===== config.mk =====
export PLATFORM = sky130hd
export DESIGN_NAME = perspective_floor_texcoord
export DESIGN_NICKNAME = d
export VERILOG_FILES = /design/src/rtl/pftc_pkg.sv /design/src/rtl/pftc_div.sv /design/src/rtl/pftc_front.sv /design/src/rtl/pftc_queue.sv /design/src/rtl/pftc_back.sv /design/src/rtl/perspective_floor_texcoord.sv
export SDC_FILE = /design/constraint.sdc
export NUM_CORES = 2
export LEC_CHECK = 0
export BUFFER_PORTS_ARGS = -buffer_cell sky130_fd_sc_hd__buf_2
export CORE_AREA = 2 2 383 385
export CTS_BUF_LIST = sky130_fd_sc_hd__clkbuf_8
export DETAILED_ROUTE_END_ITERATION = 10
export DIE_AREA = 0 0 385 387
export PLACE_DENSITY = 0.81
export RECOVER_POWER = 25
export SLEW_MARGIN = 40
export SYNTH_ARGS = -nofsm -noshare
export SYNTH_HDL_FRONTEND = slang
export SYNTH_SLANG_ARGS = --single-unit

===== constraint.sdc =====
create_clock -name clk -period 11.3 [get_ports clk]
set_input_delay 1.13 -clock clk [delete_from_list [all_inputs] [get_ports clk]]
set_output_delay 1.13 -clock clk [all_outputs]
set_load 0.05 [all_outputs]

===== src/rtl/pftc_pkg.sv =====
// shared types, constants and helper functions for the floor texcoord block
// no dependencies
`default_nettype none

package pftc_pkg;

	localparam int DEF_SCREEN_WIDTH     = 640;
	localparam int DEF_TILE_WIDTH_LOG2  = 8;
	localparam int DEF_TILE_HEIGHT_LOG2 = 8;
	localparam int QUEUE_DEPTH          = 2;

	localparam logic [2:0] REG_COS     = 3'd0;
	localparam logic [2:0] REG_SIN     = 3'd1;
	localparam logic [2:0] REG_CAM_X   = 3'd2;
	localparam logic [2:0] REG_CAM_Y   = 3'd3;
	localparam logic [2:0] REG_DEPTH   = 3'd4;
	localparam logic [2:0] REG_SCALE_X = 3'd5;
	localparam logic [2:0] REG_HORIZON = 3'd6;

	localparam logic signed [15:0] RST_COS     = 16'sd16384;
	localparam logic signed [15:0] RST_SIN     = 16'sd0;
	localparam logic [23:0]        RST_DEPTH   = 24'd256;
	localparam logic [15:0]        RST_SCALE_X = 16'd256;

	typedef struct packed {
		logic               row_ok;
		logic signed [31:0] step_x;
		logic signed [31:0] step_y;
		logic signed [39:0] start_x;
		logic signed [39:0] start_y;
	} row_terms_t;

	typedef struct packed {
		logic [9:0] screen_x;
		row_terms_t terms;
	} qent_t;

	typedef struct packed {
		logic        start;
		logic [31:0] dividend;
		logic [15:0] divisor;
	} div_req_t;

	typedef struct packed {
		logic        done;
		logic [31:0] quotient;
	} div_rsp_t;

	function automatic logic signed [31:0] sat32(input logic signed [34:0] v);
		logic signed [31:0] r;
		if (v[34:31] != {4{v[34]}})
			r = v[34] ? {1'b1, 31'b0} : {1'b0, {31{1'b1}}};
		else
			r = v[31:0];
		return r;
	endfunction

	function automatic logic signed [39:0] sat40(input logic signed [47:0] v);
		logic signed [39:0] r;
		if (v[47:39] != {9{v[47]}})
			r = v[47] ? {1'b1, 39'b0} : {1'b0, {39{1'b1}}};
		else
			r = v[39:0];
		return r;
	endfunction

endpackage

`default_nettype wire


===== src/rtl/pftc_div.sv =====
// restoring 32-by-16-bit divider, one quotient bit per cycle
// uses pftc_pkg request and response types
`default_nettype none

module pftc_div (
	input  wire logic              clk,
	input  wire logic              arst_n,
	input  wire pftc_pkg::div_req_t req,
	output pftc_pkg::div_rsp_t     rsp
);

	logic [15:0] rem_q;
	logic [31:0] quo_q;
	logic [15:0] dvs_q;
	logic [5:0]  cnt_q;
	logic        busy_q;
	logic        done_q;
	logic [16:0] shifted;
	logic [16:0] diff;

	assign shifted = {rem_q, quo_q[31]};
	assign diff    = shifted - {1'b0, dvs_q};

	always_ff @(posedge clk or negedge arst_n) begin
		if (!arst_n) begin
			busy_q <= 1'b0;
			done_q <= 1'b0;
			cnt_q  <= '0;
		end else begin
			done_q <= 1'b0;
			if (req.start) begin
				busy_q <= 1'b1;
				cnt_q  <= 6'd32;
			end else if (busy_q) begin
				cnt_q <= cnt_q - 6'd1;
				if (cnt_q == 6'd1) begin
					busy_q <= 1'b0;
					done_q <= 1'b1;
				end
			end
		end
	end

	always_ff @(posedge clk) begin
		if (req.start) begin
			rem_q <= '0;
			quo_q <= req.dividend;
			dvs_q <= req.divisor;
		end else if (busy_q) begin
			if (!diff[16]) begin
				rem_q <= diff[15:0];
				quo_q <= {quo_q[30:0], 1'b1};
			end else begin
				rem_q <= shifted[15:0];
				quo_q <= {quo_q[30:0], 1'b0};
			end
		end
	end

	assign rsp.done     = done_q;
	assign rsp.quotient = quo_q;

endmodule

`default_nettype wire


===== src/rtl/pftc_front.sv =====
// front end: config registers, row cache check and row term sequencer
// uses pftc_pkg and the pftc_div divider
`default_nettype none

module pftc_front #(
	parameter int SCREEN_WIDTH = pftc_pkg::DEF_SCREEN_WIDTH
) (
	input  wire logic             clk,
	input  wire logic             arst_n,
	input  wire logic             cfg_valid,
	output logic                  cfg_ready,
	input  wire logic [2:0]       cfg_index,
	input  wire logic [23:0]      cfg_data,
	input  wire logic             in_valid,
	output logic                  in_ready,
	input  wire logic [9:0]       in_sx,
	input  wire logic [8:0]       in_sy,
	output logic                  push,
	output pftc_pkg::qent_t       push_ent,
	input  wire logic             q_full
);

	localparam logic signed [12:0] HALF = 13'(SCREEN_WIDTH / 2);

	typedef enum logic [2:0] {S_RUN, S_DIV1, S_DIV2, S_MUL, S_PUSH} state_t;

	state_t state_q;

	logic signed [15:0] cos_q, sin_q;
	logic signed [23:0] cam_x_q, cam_y_q;
	logic [23:0]        depth_q;
	logic [15:0]        scale_x_q;
	logic signed [10:0] horizon_q;

	logic [8:0]  cached_row_q;
	logic        cache_valid_q;
	pftc_pkg::row_terms_t terms_q;
	logic [9:0]  sx_q;
	logic        dist_neg_q;
	logic [23:0] dist_q;
	logic [31:0] hs_q;
	logic [2:0]  step_q;
	logic [47:0] prod_q;
	logic signed [34:0] rx_q;
	logic signed [44:0] hpx_q, hpy_q;

	pftc_pkg::div_req_t div_req;
	pftc_pkg::div_rsp_t div_rsp;
	logic        div_start_q;
	logic [31:0] div_dividend_q;
	logic [15:0] div_divisor_q;

	logic signed [11:0] d;
	logic [10:0] d_abs;
	logic        hit, acc;
	logic        sin_neg, cos_neg;
	logic [15:0] sin_mag, cos_mag;
	logic [31:0] mul_a;
	logic [15:0] mul_b;
	logic signed [34:0] m_pos, m_neg;
	logic signed [47:0] sum_x, sum_y;

	assign cfg_ready = 1'b1;
	assign d       = $signed({3'b000, in_sy}) + $signed({horizon_q[10], horizon_q});
	assign d_abs   = d[11] ? 11'(-d) : d[10:0];
	assign hit     = cache_valid_q && (in_sy == cached_row_q);
	assign in_ready = (state_q == S_RUN) && !q_full;
	assign acc     = in_valid && in_ready;

	assign sin_neg = sin_q[15];
	assign cos_neg = cos_q[15];
	assign sin_mag = sin_neg ? 16'(-sin_q) : sin_q;
	assign cos_mag = cos_neg ? 16'(-cos_q) : cos_q;

	always_comb begin
		mul_a = hs_q;
		mul_b = sin_mag;
		case (step_q)
			3'd0: begin mul_a = hs_q;          mul_b = sin_mag; end
			3'd1: begin mul_a = hs_q;          mul_b = cos_mag; end
			3'd2: begin mul_a = {8'd0, dist_q}; mul_b = cos_mag; end
			default: begin mul_a = {8'd0, dist_q}; mul_b = sin_mag; end
		endcase
	end

	assign m_pos = $signed({1'b0, prod_q[47:14]});
	assign m_neg = -m_pos;
	assign sum_x = 48'(cam_x_q) + 48'(rx_q) - 48'(hpx_q);
	assign sum_y = 48'(cam_y_q) + 48'((sin_neg ^ dist_neg_q) ? m_neg : m_pos) - 48'(hpy_q);

	assign div_req.start    = div_start_q;
	assign div_req.dividend = div_dividend_q;
	assign div_req.divisor  = div_divisor_q;

	pftc_div u_div (
		.clk    (clk),
		.arst_n (arst_n),
		.req    (div_req),
		.rsp    (div_rsp)
	);

	always_comb begin
		push = 1'b0;
		push_ent.screen_x = sx_q;
		push_ent.terms    = terms_q;
		if (state_q == S_RUN) begin
			push = acc && hit;
			push_ent.screen_x = in_sx;
		end else if (state_q == S_PUSH) begin
			push = !q_full;
		end
	end

	// config registers
	always_ff @(posedge clk or negedge arst_n) begin
		if (!arst_n) begin
			cos_q     <= pftc_pkg::RST_COS;
			sin_q     <= pftc_pkg::RST_SIN;
			cam_x_q   <= '0;
			cam_y_q   <= '0;
			depth_q   <= pftc_pkg::RST_DEPTH;
			scale_x_q <= pftc_pkg::RST_SCALE_X;
			horizon_q <= '0;
		end else if (cfg_valid) begin
			unique case (cfg_index)
				pftc_pkg::REG_COS:     cos_q     <= cfg_data[15:0];
				pftc_pkg::REG_SIN:     sin_q     <= cfg_data[15:0];
				pftc_pkg::REG_CAM_X:   cam_x_q   <= cfg_data;
				pftc_pkg::REG_CAM_Y:   cam_y_q   <= cfg_data;
				pftc_pkg::REG_DEPTH:   depth_q   <= cfg_data;
				pftc_pkg::REG_SCALE_X: scale_x_q <= cfg_data[15:0];
				pftc_pkg::REG_HORIZON: horizon_q <= cfg_data[10:0];
				default: ;
			endcase
		end
	end

	// row sequencer
	always_ff @(posedge clk or negedge arst_n) begin
		if (!arst_n) begin
			state_q       <= S_RUN;
			cache_valid_q <= 1'b0;
			cached_row_q  <= '0;
			terms_q       <= '0;
			div_start_q   <= 1'b0;
			step_q        <= '0;
		end else begin
			div_start_q <= 1'b0;
			if (cfg_valid && cfg_index <= pftc_pkg::REG_HORIZON)
				cache_valid_q <= 1'b0;
			unique case (state_q)
				S_RUN: begin
					if (acc && !hit) begin
						cached_row_q  <= in_sy;
						cache_valid_q <= 1'b1;
						if (d == 12'sd0 || scale_x_q == 16'd0) begin
							terms_q <= '0;
							state_q <= S_PUSH;
						end else begin
							terms_q.row_ok <= 1'b1;
							div_start_q    <= 1'b1;
							state_q        <= S_DIV1;
						end
					end
				end
				S_DIV1: begin
					if (div_rsp.done) begin
						div_start_q <= 1'b1;
						state_q     <= S_DIV2;
					end
				end
				S_DIV2: begin
					if (div_rsp.done) begin
						step_q  <= '0;
						state_q <= S_MUL;
					end
				end
				S_MUL: begin
					step_q <= step_q + 3'd1;
					case (step_q)
						3'd1: terms_q.step_x <= pftc_pkg::sat32(
							(sin_neg ^ dist_neg_q) ? m_pos : m_neg);
						3'd2: terms_q.step_y <= pftc_pkg::sat32(
							(cos_neg ^ dist_neg_q) ? m_neg : m_pos);
						3'd5: terms_q.start_x <= pftc_pkg::sat40(sum_x);
						3'd6: begin
							terms_q.start_y <= pftc_pkg::sat40(sum_y);
							state_q <= S_PUSH;
						end
						default: ;
					endcase
				end
				S_PUSH: begin
					if (!q_full)
						state_q <= S_RUN;
				end
				default: state_q <= S_RUN;
			endcase
		end
	end

	// row datapath
	always_ff @(posedge clk) begin
		if (state_q == S_RUN && acc && !hit) begin
			sx_q           <= in_sx;
			dist_neg_q     <= d[11];
			div_dividend_q <= {8'd0, depth_q};
			div_divisor_q  <= {5'd0, d_abs};
		end
		if (state_q == S_DIV1 && div_rsp.done) begin
			dist_q         <= div_rsp.quotient[23:0];
			div_dividend_q <= {div_rsp.quotient[23:0], 8'd0};
			div_divisor_q  <= scale_x_q;
		end
		if (state_q == S_DIV2 && div_rsp.done)
			hs_q <= div_rsp.quotient;
		if (state_q == S_MUL) begin
			prod_q <= mul_a * mul_b;
			case (step_q)
				3'd3: rx_q <= (cos_neg ^ dist_neg_q) ? m_neg : m_pos;
				3'd4: hpx_q <= 45'(HALF * terms_q.step_x);
				3'd5: hpy_q <= 45'(HALF * terms_q.step_y);
				default: ;
			endcase
		end
	end

endmodule

`default_nettype wire


===== src/rtl/pftc_queue.sv =====
// small register queue between front and back
// uses pftc_pkg entry type
`default_nettype none

module pftc_queue #(
	parameter int DEPTH = pftc_pkg::QUEUE_DEPTH
) (
	input  wire logic            clk,
	input  wire logic            arst_n,
	input  wire logic            push,
	input  wire pftc_pkg::qent_t push_ent,
	input  wire logic            pop,
	output pftc_pkg::qent_t      head,
	output logic                 not_empty,
	output logic                 full
);

	localparam int PW = (DEPTH > 1) ? $clog2(DEPTH) : 1;

	pftc_pkg::qent_t mem_q [DEPTH];
	logic [PW-1:0]   wr_q, rd_q;
	logic [PW:0]     cnt_q;

	assign not_empty = cnt_q != '0;
	assign full      = cnt_q == (PW+1)'(DEPTH);
	assign head      = mem_q[rd_q];

	always_ff @(posedge clk or negedge arst_n) begin
		if (!arst_n) begin
			wr_q  <= '0;
			rd_q  <= '0;
			cnt_q <= '0;
		end else begin
			if (push)
				wr_q <= (wr_q == PW'(DEPTH - 1)) ? '0 : wr_q + PW'(1);
			if (pop)
				rd_q <= (rd_q == PW'(DEPTH - 1)) ? '0 : rd_q + PW'(1);
			if (push && !pop)
				cnt_q <= cnt_q + (PW+1)'(1);
			else if (pop && !push)
				cnt_q <= cnt_q - (PW+1)'(1);
		end
	end

	always_ff @(posedge clk) begin
		if (push)
			mem_q[wr_q] <= push_ent;
	end

endmodule

`default_nettype wire


===== src/rtl/pftc_back.sv =====
// back end: per-pixel multiply-add, truncation, tile wrap and output register
// uses pftc_pkg entry type
`default_nettype none

module pftc_back #(
	parameter int TILE_WIDTH_LOG2  = pftc_pkg::DEF_TILE_WIDTH_LOG2,
	parameter int TILE_HEIGHT_LOG2 = pftc_pkg::DEF_TILE_HEIGHT_LOG2
) (
	input  wire logic            clk,
	input  wire logic            arst_n,
	input  wire pftc_pkg::qent_t head,
	input  wire logic            not_empty,
	output logic                 pop,
	output logic                 out_valid,
	input  wire logic            out_ready,
	output logic [7:0]           tex_x,
	output logic [7:0]           tex_y,
	output logic                 coord_valid
);

	logic               valid_s1, valid_q;
	logic               ok_s1;
	logic signed [42:0] prx_s1, pry_s1;
	logic signed [39:0] stx_s1, sty_s1;
	logic [7:0]         tx_q, ty_q;
	logic               ok_q;
	logic               en;
	logic signed [43:0] pos_x, pos_y;
	logic signed [43:0] px, py;

	function automatic logic [7:0] wrap(input logic signed [43:0] p, input int lg);
		logic [7:0] r;
		for (int i = 0; i < 8; i++)
			r[i] = (i < lg) ? p[i] : 1'b0;
		return r;
	endfunction

	assign en  = !valid_q || out_ready;
	assign pop = not_empty && (!valid_s1 || en);

	assign pos_x = 44'(stx_s1) + 44'(prx_s1);
	assign pos_y = 44'(sty_s1) + 44'(pry_s1);
	// divide by 256 toward zero
	assign px = (pos_x + (pos_x[43] ? 44'sd255 : 44'sd0)) >>> 8;
	assign py = (pos_y + (pos_y[43] ? 44'sd255 : 44'sd0)) >>> 8;

	always_ff @(posedge clk or negedge arst_n) begin
		if (!arst_n) begin
			valid_s1 <= 1'b0;
			valid_q  <= 1'b0;
		end else begin
			if (!valid_s1 || en)
				valid_s1 <= not_empty;
			if (en)
				valid_q <= valid_s1;
		end
	end

	always_ff @(posedge clk) begin
		if (pop) begin
			ok_s1  <= head.terms.row_ok;
			prx_s1 <= $signed({1'b0, head.screen_x}) * head.terms.step_x;
			pry_s1 <= $signed({1'b0, head.screen_x}) * head.terms.step_y;
			stx_s1 <= head.terms.start_x;
			sty_s1 <= head.terms.start_y;
		end
		if (en && valid_s1) begin
			ok_q <= ok_s1;
			tx_q <= ok_s1 ? wrap(px, TILE_WIDTH_LOG2) : 8'd0;
			ty_q <= ok_s1 ? wrap(py, TILE_HEIGHT_LOG2) : 8'd0;
		end
	end

	assign out_valid   = valid_q;
	assign tex_x       = tx_q;
	assign tex_y       = ty_q;
	assign coord_valid = ok_q;

endmodule

`default_nettype wire


===== src/rtl/perspective_floor_texcoord.sv =====
// top level of the perspective floor texture coordinate generator
// uses pftc_pkg, pftc_front, pftc_queue and pftc_back
//
// channel   dir  beat contents
// s_*       in   tdata: screen_x[9:0], screen_y[18:10]
// m_*       out  tdata: tex_x[7:0], tex_y[15:8], coord_valid[16]
// cfg_*     in   cfg_index register number, cfg_data value
//
// pixels on the cached row: one beat per cycle while the queue is not full
// a row change runs two divides on the shared divider plus seven multiply
// and sum steps, during which s_tready is low
// a full output register and queue hold s_tready low; reset drops the cached row

`default_nettype none

module perspective_floor_texcoord #(
	parameter int SCREEN_WIDTH     = pftc_pkg::DEF_SCREEN_WIDTH,
	parameter int TILE_WIDTH_LOG2  = pftc_pkg::DEF_TILE_WIDTH_LOG2,
	parameter int TILE_HEIGHT_LOG2 = pftc_pkg::DEF_TILE_HEIGHT_LOG2
) (
	input  wire logic        clk,
	input  wire logic        arst_n,
	input  wire logic        cfg_valid,
	output logic             cfg_ready,
	input  wire logic [2:0]  cfg_index,
	input  wire logic [23:0] cfg_data,
	input  wire logic        s_tvalid,
	output logic             s_tready,
	input  wire logic [23:0] s_tdata,   // screen_x, screen_y
	output logic             m_tvalid,
	input  wire logic        m_tready,
	output logic [23:0]      m_tdata    // tex_x, tex_y, coord_valid
);

	pftc_pkg::qent_t push_ent, head;
	logic push, pop, not_empty, full;
	logic [7:0] tex_x, tex_y;
	logic coord_valid;

	pftc_front #(.SCREEN_WIDTH(SCREEN_WIDTH)) u_front (
		.clk       (clk),
		.arst_n    (arst_n),
		.cfg_valid (cfg_valid),
		.cfg_ready (cfg_ready),
		.cfg_index (cfg_index),
		.cfg_data  (cfg_data),
		.in_valid  (s_tvalid),
		.in_ready  (s_tready),
		.in_sx     (s_tdata[9:0]),
		.in_sy     (s_tdata[18:10]),
		.push      (push),
		.push_ent  (push_ent),
		.q_full    (full)
	);

	pftc_queue #(.DEPTH(pftc_pkg::QUEUE_DEPTH)) u_queue (
		.clk       (clk),
		.arst_n    (arst_n),
		.push      (push),
		.push_ent  (push_ent),
		.pop       (pop),
		.head      (head),
		.not_empty (not_empty),
		.full      (full)
	);

	pftc_back #(
		.TILE_WIDTH_LOG2  (TILE_WIDTH_LOG2),
		.TILE_HEIGHT_LOG2 (TILE_HEIGHT_LOG2)
	) u_back (
		.clk         (clk),
		.arst_n      (arst_n),
		.head        (head),
		.not_empty   (not_empty),
		.pop         (pop),
		.out_valid   (m_tvalid),
		.out_ready   (m_tready),
		.tex_x       (tex_x),
		.tex_y       (tex_y),
		.coord_valid (coord_valid)
	);

	assign m_tdata = {7'd0, coord_valid, tex_y, tex_x};

endmodule

`default_nettype wire


==> metrics.md <==
| Metric | Value |
|---|---|
| Cells after Synth | `around 9000` |
| Routed vias | `between 60000 and 70000` |
| Flops & latches, synth | `1121` |
| Met1 GRT Util | `0.429` |
| Design area | `0.100 mm²` |
| Vias in the first global route | `68400` |
| Hold Fails Final Rpt | `0` |
| Slew @ Worst Pin | `around 3.8 ns` |
| Layout cell share with drive strength beyond 1 | `0.0956` |
| Cts hold-fix bufs | `0` |
| Clk root buf | `clkbuf_8` |
| Netlist cell types | `95` |
| Via density per instance | `between 6 and 7` |
| 1st-iter DRT viols | `~5600` |
| Cts bufs inserted | `182` |
| Relative slew margins | `-1.51` |
| # IOs | `83` |
| Ys flop type | `edfxtp_1` |
| ANT nets after route | `0` |
| WL/cell | `22.2 µm` |
| Area of the die | `approximately 0.15 mm²` |
| Commonest non-fill, non-tap cell in the layout | `inv_1` |
| Clock Pin Slew Worst Setup and Hold Paths | `0.06 ns` |
| Dpl hpwl | `186 mm` |
| Minimum clock period | `between 9 and 10 ns` |
| Largest family of logic cells by synthesized area | `adder cells` |
| Core box area | `approximately 0.14 mm²` |
| Final Max Tran Viols | `roughly 210` |
| Worst setup path class | `register to register` |
| Number of synthesized flops with an enable pin | `790` |
| Met3 Track Usage GR | `0.0742` |
| Clock buffer depth | `3` |
| Synthesized area per cell | `approximately 11 µm²` |
| Max-Cap Viols | `4` |
| Global-route wire length before repair | `approximately 380 mm` |
| Highest-count cells in the layout ignoring fill and taps | `inv_1, fa_1, nand2_1` |
| Worst Hold Slack | `approximately 0.42 ns` |
| Post_cts resized | `0` |
| Port bufs | `between 60 and 70` |
| Initial antenna violation count | `11` |
| CTS tree | `done` |
| Setup crit end kind | `register` |
| Largest net degree at the start of global routing | `153` |
| # DRC | `0` |
| Crit path max fanout | `18` |
| Cell Area, Synth | `0.0937 mm²` |
| Skew final | `0.0758 ns` |
| Placed insts | `between 10000 and 15000` |
| Mux share of post-synthesis cell area | `0.0539` |
| Detailed Route WL | `between 200 and 250 mm` |
| Post-synthesis sequential area ratio | `0.340` |
| DRT Pass-1 Iters | `7` |
| Met2 Resource Use GR | `0.516` |
| Post-Synth XOR/XNOR Area | `0.0422` |
| Slowest CP cell | `mux2i_2` |
| CTS H-tree depth | `4` |
| Async SR Flop Fraction | `0.274` |
| Simple-Gate Fraction of Synth Area | `0.104` |
| Post-CTS Repair Setup Buffers | `0` |
| Gr usage total | `0.330` |
| WP data required | `between 10 and 15 ns` |
| Layout filler cell count | `between 10000 and 15000` |
| DP Area | `~0.096 mm²` |
| Synth Warn # | `0` |
| Die H | `~390 µm` |
| GRT overflow | `0` |
| Busiest layer in global routing | `met2` |
| Nets | `roughly 11000` |
| Worst-Skew Late Latency | `between 0.9 and 1 ns` |
| Setup violations, final | `0` |
| Max Clk Rate | `between 100 and 150 MHz` |
| Synthesized-area fraction occupied by adder cells | `0.310` |
| Critical Path Max Stage Delay | `roughly 0.78 ns` |
| Non-Filler Instances | `approximately 11000` |
| Compound-Gate Fraction of Synth Area | `0.0848` |
| Die extent in x | `~390 µm` |
| CP startpoint kind | `register` |
| Initial Util | `0.647` |
| Fin crit share | `0.879` |
| Hold Path Class | `register to register` |
| Failing checks | `max-capacitance violations, max-slew violations` |
| RSZ-0062 raised after global routing | `no` |
| Setup_tns | `0 ns` |
| Run status | `finished with violations` |
| Clk sinks | `approximately 1100` |
| Cell Rows | `140` |
| RD Place Congestion | `between 1 and 1.5` |
| P&R area growth vs syn | `7.08%` |
| Critical path data arrival time | `10.58 ns` |
==> layer usage <==
| layer | wire [µm] | up-vias |
|---|---|---|
| met5 | 23 | - |
| met4 | 15700 | 4 |
| met3 | 23700 | 760 |
| met2 | 110000 | 3116 |
| met1 | 92000 | 32800 |
| li1 | - | 29200 |
==> per-stage QoR <==
step | utilization | setup slack (ns)
finish | 0.693 | 1.37
floorplan | - | 1.67
detailed placement | 0.665 | 1.56
global route | 0.693 | 1.03
global placement | 0.664 | 1.62
CTS | 0.692 | 1.53
==> final cells by class <==
class / instances / area, µm² / area share
tap: 1917 / 2400 / 0.0239
timing repair buffer: 164 / 1180 / 0.0118
sequential: 1121 / 31900 / 0.318
clock buffer: 203 / 2790 / 0.0278
clock inverter: 139 / 1100 / 0.0109
multi-input combinational: 6068 / 56200 / 0.560
antenna: 6 / 15.0 / 0.000150
inverter: 1268 / 4760 / 0.0475
==> flip-flops by register name, indices dropped and copies added (netlist names), 24 cells and up <==
register                cells
u_front.cam_y_q            24
u_front.depth_q            24
u_front.rx_q               35
u_front.div_dividend_q     32
u_front.cam_x_q            24
u_back.stx_s1              40
u_front.push_ent          145
u_front.prod_q             34
u_back.pry_s1              43
u_queue.mem_q             310
u_front.hpx_q              36
u_front.dist_q             24
u_front.hpy_q              36
u_back.prx_s1              43
u_back.sty_s1              40
u_front.u_div.quo_q        32
u_front.hs_q               32
==> worst max-delay path: cells and delay by family (launching register included) <==
| family | cells | cell delay, ns |
|---|---|---|
| AOI/OAI and AO/OA | 10 | 3.05 |
| DFF | 1 | 0.50 |
| muxes | 1 | 0.78 |
| xor gates and xnor gates | 1 | 0.11 |
| and+or+nand+nor | 1 | 0.13 |
| adders and majority gates | 8 | 3.60 |
| buffers and inverters | 10 | 1.43 |
==> cells in the mapped netlist (all sizes together), types with 33 or more instances <==
cell	number	area, µm²
mux2	331	3730
a211oi	44	330
nor2	801	3010
a221o	83	831
a21o	188	1410
fa	1041	20800
buf	70	354
nand2b	59	369
xnor2	290	2550
nand4	53	338
inv	1267	4760
dfrtp	304	7610
nor3	72	360
xor2	161	1410
a21oi	317	1590
o21a	61	458
ha	657	8220
or3	33	221
nor2b	38	238
edfxtp	790	23700
nand3	75	380
o21bai	42	319
clkbuf	240	908
and2	78	488
o21ai	238	1190
nand2	924	3470
mux2i	132	1320
==> final timing paths <==
kind / start / end / slack (ns) / cells past startpoint
min in group asynchronous: arst_n / u_front.push_ent[115] / 1.19 / 1
max in group asynchronous: arst_n / u_front.cos_q[9] / 3.92 / 3
setup reg to reg: u_front.step_q[1] / u_front.prod_q[47] / 1.37 / 31
hold / removal: u_front.div_divisor_q[13] / u_front.u_div.dvs_q[13] / 0.42 / 0
hold reg to reg: u_front.div_divisor_q[13] / u_front.u_div.dvs_q[13] / 0.42 / 0
setup / recovery: u_front.step_q[1] / u_front.prod_q[47] / 1.37 / 31
==> cells by family after synthesis <==
| group | Yosys count |
|---|---|
| muxes | 463 |
| other | 2 |
| adders and majority gates | 1699 |
| AOI/OAI and AO/OA | 1192 |
| and+or+nand+nor | 2255 |
| DFF | 1121 |
| buffers and inverters | 1578 |
| xor gates and xnor gates | 451 |
Power is left out: the tool's default activity adds up to more than one toggle a clock period on the data nets, which glitch-free logic cannot reach.
